--- src/rtl/core/uctd_pkg.sv ---
package uctd_pkg;

   localparam int VOCAB_ENTRIES = 8192;
   localparam int IDX_W         = $clog2(VOCAB_ENTRIES);
   localparam int CNT_W         = $clog2(VOCAB_ENTRIES + 1);
   localparam int ID_W          = 13;
   localparam int LIMIT_W       = 14;

   localparam logic [CNT_W-1:0]   RESERVED_IDS  = CNT_W'(4);
   localparam logic [ID_W-1:0]    UNKNOWN_ID    = ID_W'(3);
   localparam logic [LIMIT_W-1:0] LIMIT_RESET   = LIMIT_W'(8000);
   localparam logic [CNT_W-1:0]   ENTRIES_COUNT = CNT_W'(VOCAB_ENTRIES);

   localparam logic [7:0] LEAD4 = 8'hF0;
   localparam logic [7:0] LEAD3 = 8'hE0;
   localparam logic [7:0] LEAD2 = 8'hC0;
   localparam logic [7:0] SPACE = 8'h20;
   localparam logic [23:0] FW_EXCL   = 24'hEFBC81;
   localparam logic [23:0] FW_RPAREN = 24'hEFBC89;
   localparam logic [23:0] FW_PERIOD = 24'hEFBC8E;

   typedef struct packed {
      logic        token;
      logic        last;
      logic [31:0] key;
      logic [2:0]  len;
   } char_info_type;

   function automatic logic [2:0] lead_length(input logic [7:0] b);
      logic [2:0] n;
      if (b >= LEAD4) n = 3'd4;
      else if (b >= LEAD3) n = 3'd3;
      else if (b >= LEAD2) n = 3'd2;
      else n = 3'd1;
      return n;
   endfunction

   function automatic logic is_punct(input logic [7:0] b);
      logic p;
      case (b) inside
         8'h21, 8'h22, 8'h27, 8'h28, 8'h29, 8'h2C, 8'h2E,
         8'h3A, 8'h3B, 8'h3F, 8'h5B, 8'h5D, 8'h7B, 8'h7D: p = 1'b1;
         default: p = 1'b0;
      endcase
      return p;
   endfunction

   function automatic logic is_dropped(input logic [31:0] code, input logic [2:0] len);
      logic d;
      d = 1'b0;
      if (len == 3'd1) begin
         d = (code[31:24] <= SPACE) || code[31] || is_punct(code[31:24]);
      end else if (len == 3'd3) begin
         d = (code[31:8] == FW_EXCL) || (code[31:8] == FW_RPAREN)
             || (code[31:8] == FW_PERIOD);
      end
      return d;
   endfunction

   function automatic logic [31:0] key_of(input logic [31:0] code);
      logic [31:0] k;
      logic        zero_seen;
      k = code;
      zero_seen = 1'b0;
      for (int i = 3; i >= 0; i--) begin
         if (code[8*i +: 8] == 8'h00) zero_seen = 1'b1;
         if (zero_seen) k[8*i +: 8] = 8'h00;
      end
      return k;
   endfunction

endpackage

--- src/rtl/core/uctd_collect.sv ---
module uctd_collect (
   input  logic                    clock,
   input  logic                    reset,
   input  logic                    accept,
   input  logic [7:0]              byte_value,
   input  logic                    end_of_text,
   output uctd_pkg::char_info_type info
);

   logic [31:0] partial_ff, partial_in;
   logic [2:0]  expected_ff, expected_in;
   logic [2:0]  collected_ff, collected_in;
   logic [31:0] code;
   logic [2:0]  len;
   logic        done;

   always_comb begin
      partial_in   = partial_ff;
      expected_in  = expected_ff;
      collected_in = collected_ff;
      if (expected_ff == 3'd0) begin
         partial_in   = {byte_value, 24'h000000};
         expected_in  = uctd_pkg::lead_length(byte_value);
         collected_in = 3'd1;
      end else begin
         case (collected_ff)
            3'd1: partial_in[23:16] = byte_value;
            3'd2: partial_in[15:8]  = byte_value;
            3'd3: partial_in[7:0]   = byte_value;
            default: partial_in = partial_ff;
         endcase
         collected_in = collected_ff + 3'd1;
      end
      done = collected_in >= expected_in;
      code = partial_in;
      len  = expected_in;
      if (done || end_of_text) begin
         partial_in   = 32'h0;
         expected_in  = 3'd0;
         collected_in = 3'd0;
      end
   end

   always_comb begin
      info.token = done && !uctd_pkg::is_dropped(code, len);
      info.last  = end_of_text;
      info.key   = uctd_pkg::key_of(code);
      info.len   = len;
   end

   always_ff @(posedge clock) begin
      if (reset) begin
         partial_ff   <= 32'h0;
         expected_ff  <= 3'd0;
         collected_ff <= 3'd0;
      end else if (accept) begin
         partial_ff   <= partial_in;
         expected_ff  <= expected_in;
         collected_ff <= collected_in;
      end
   end

endmodule

--- config.mk ---
export PLATFORM = sky130hd
export DESIGN_NAME = uctd_collect
export DESIGN_NICKNAME = d
export VERILOG_FILES = /design/src/rtl/core/uctd_pkg.sv /design/src/rtl/core/uctd_collect.sv
export SDC_FILE = /design/constraint.sdc
export NUM_CORES = 1
export LEC_CHECK = 0
export BUFFER_PORTS_ARGS = -buffer_cell sky130_fd_sc_hd__buf_4
export CAP_MARGIN = 20
export CELL_PAD_IN_SITES_DETAIL_PLACEMENT = 0
export CELL_PAD_IN_SITES_GLOBAL_PLACEMENT = 1
export CORE_UTILIZATION = 44
export DETAILED_ROUTE_END_ITERATION = 8
export PLACE_DENSITY = 0.94
export SYNTH_ARGS = -nofsm -noshare
export SYNTH_HDL_FRONTEND = slang
export SYNTH_SLANG_ARGS = --single-unit
--- constraint.sdc ---
create_clock -name clock -period 5.2 [get_ports clock]
set_input_delay 1.04 -clock clock [delete_from_list [all_inputs] [get_ports clock]]
set_output_delay 1.04 -clock clock [all_outputs]
set_load 0.005 [all_outputs]
==> impl_metrics.ini <==
[pwr]
p_per_area_nw_per_um2 = 220
intPower_uw = 484
power.switching_uw = 198
combPwrFrac_pct = 17.7
p_leak_uw = 0.00108
swShare_pct = 29.0
power_frac_seq_pct = 44.9
p_clk_share_pct = 37.4
ir_worst_vdd_uv = 119

[setup_path]
cp.required_ns = 4.16
timing.rr.start = expected_ff[1]
cp_top_family = simple AND/OR/NAND/NOR gates
setup.worst_path.start = collected_ff[0]
setup.worst_path.class = reg2out
critPathArrivalTime_ns = 2.98
cpPeakStageDelay_ns = 0.71
setup.worst_path.end_class = primary output
cp_slowest_cell = nor2b_1
cp_cell_sequence = inv_1 -> ha_1 -> nor2b_1 -> o31ai_1 -> a2111oi_0 -> nor4bb_1 -> a211oi_2 -> buf_4
start_kind = flop
crit_fanout = 12
critical_path_buf_inv_count = 2

[place]
dpl-instance-area_um2 = 2990
dp_cells = 437
port_buffers = 48
dp.final_hpwl_mm = 4.91
place.gp.congestion = 0.826

[detailed_routing]
dr.pass1.iters = 5
remaining_drc_errors = 0
vias_per_cell = 6.12
vias = 2724
drtIter0Drc = 400
wirelength_mm = 7.47
antenna_left = 0
wl_per_cell_um = 16.8

[clock_network]
cts_max_level = 2
clk_latency_ns = 0.30
clockBufferDepth = 2
cts_buffers = 5
cts_hold_buffers = 0
cts_resized = 0
clk_pin_slew_worst_paths_ns = 0.08
cts_tree = done
postCtsSetupBuffers = 0
root_buffer = clkbuf_8
clock_sinks = 38

[cells_and_area]
fin_util_pct = 52.0
most-common-layout-cells = nor2_1 (51), buf_4 (50), dfxtp_1 (38), nand2_1 (34), a32oi_1 (24)
area_delta_synth_final_pct = 13.8
diodes = 0
instances_no_fill = 445
fin_nets = 387
layout-drive-gt1-share_pct = 21.6
final_cell_area_um2 = 3090
mostFrequentLayoutCell = nor2_1

[timing]
tns_ns = 0
drv_slew = 0
fin_worst_skew_ns = 0.00747
fmax_mhz = 249
max_slew_margin_pct = 42.1
worst_pin_slew_ns = 0.867
hold_viol_final = 0
setup_violations = 0
finalCritPeriodShare_pct = 77.4
hold_slack_ns = 0.498
rsz0062_at_grt = false
min_period_ns = 4.02

[worst_hold_path]
hold_start = partial_ff[0]
hp-class = reg2reg

[status]
status = completed

[die]
fp.dieH_um = 80.6
die_x_um = 80.6
die_area_um2 = 6500
start_util_pct = 45.7
fp.coreArea_um2 = 5960
rows = 28
ioPinCount = 49

[synth]
synth_area_um2 = 2720
yosys_most_used_dff = dfxtp_1
ys_ff_latch = 38
postSynthNetCount = 365
syn_avg_cell_area_um2 = 7.84
synth-edff-count = 0
async_flop_share_pct = 0
ys_seq_area_share_pct = 28.0
synth_cells = 347
synth_cell_types = 59
yosys_warnings = 0

[global_route]
gr-total-overflow = 0
grt_max_degree = 50
track_usage_pct = 24.2
grt_pass1_wl_mm = 12.3
antenna_found_initial = 0
grt_pass1_vias = 2478

[run]
drv_cap = 0
==> power by group through the flow <==
stage / clock, uW / sequential [uW] / combinational (uW)
floorplan: 0 / 306 / 85.5
finish: 254 / 306 / 121
global placement: 0 / 312 / 119
global route: 269 / 307 / 132
detailed placement: 0 / 312 / 119
CTS: 259 / 305 / 120
==> state kept, by name, indices dropped and copies added (netlist names) <==
| name | flops |
|---|---|
| collected_ff | 3 |
| expected_ff | 3 |
| partial_ff | 32 |
==> layout make-up <==
cell class                      instances  area, um2
Clock buffer                            5       68.8
Multi-Input combinational cell        258       1700
Sequential cell                        38        761
Clock inverter                          3       40.0
Inverter                               16       60.1
Timing Repair Buffer                   50        375
Fill cell                             601       2860
Tap cell                               75       93.8
==> worst min-delay path: cells and delay by family, from the launching register on <==
kind,cells,cell delay [ns]
compound gates,1,0.06
flops,1,0.33
simple gates,1,0.08
==> cells in the mapped netlist (7+ instances only) <==
cell / n / area [um2]
o31a_1: 8 / 70.1
nor2_1: 51 / 191
nand2_1: 34 / 128
a32oi_1: 24 / 210
mux2i_1: 16 / 160
clkbuf_1: 16 / 60.1
inv_1: 15 / 56.3
nor2_2: 9 / 56.3
dfxtp_1: 38 / 761
a211oi_1: 7 / 52.6
nor3_1: 7 / 35.0
a21oi_1: 18 / 90.1
==> path summary, 6_finish.rpt <==
path / cells past startpoint / slack, ns / endpoint
worst min-delay path: 2 / 0.50 / partial_ff[0]
worst min register to register: 2 / 0.50 / partial_ff[0]
worst max-delay path: 8 / 1.18 / info[36]
worst max register to register: 10 / 2.10 / partial_ff[24]
==> kinds of logic after synthesis <==
family	Yosys count	share of synthesized area [%]
adders and majority gates	6	2.76
xor gates and xnor gates	4	1.29
AOI/OAI and AO/OA	89	25.7
muxes	17	6.30
DFF	38	28.0
and+or+nand+nor	142	26.3
buffers and inverters	51	9.66
==> stage by stage <==
| stage | power (uW) | setup slack, ns |
|---|---|---|
| 4_1_cts | 684 | 1.19 |
| 5_1_grt | 708 | 0.984 |
| 2_1_floorplan | 392 | 1.65 |
| 3_3_place_gp | 431 | 1.25 |
| 6_report | 681 | 1.18 |
| 3_5_place_dp | 431 | 1.19 |
==> routing by layer <==
layer	global-route usage, %	wire length, um	vias to the layer above
li1	-	-	1315
met2	38.6	3460	116
met3	3.64	491	10
met5	0	0	-
met1	32.9	3390	1283
met4	8.21	121	0
Note: power is estimated with default switching activity, not from simulation.
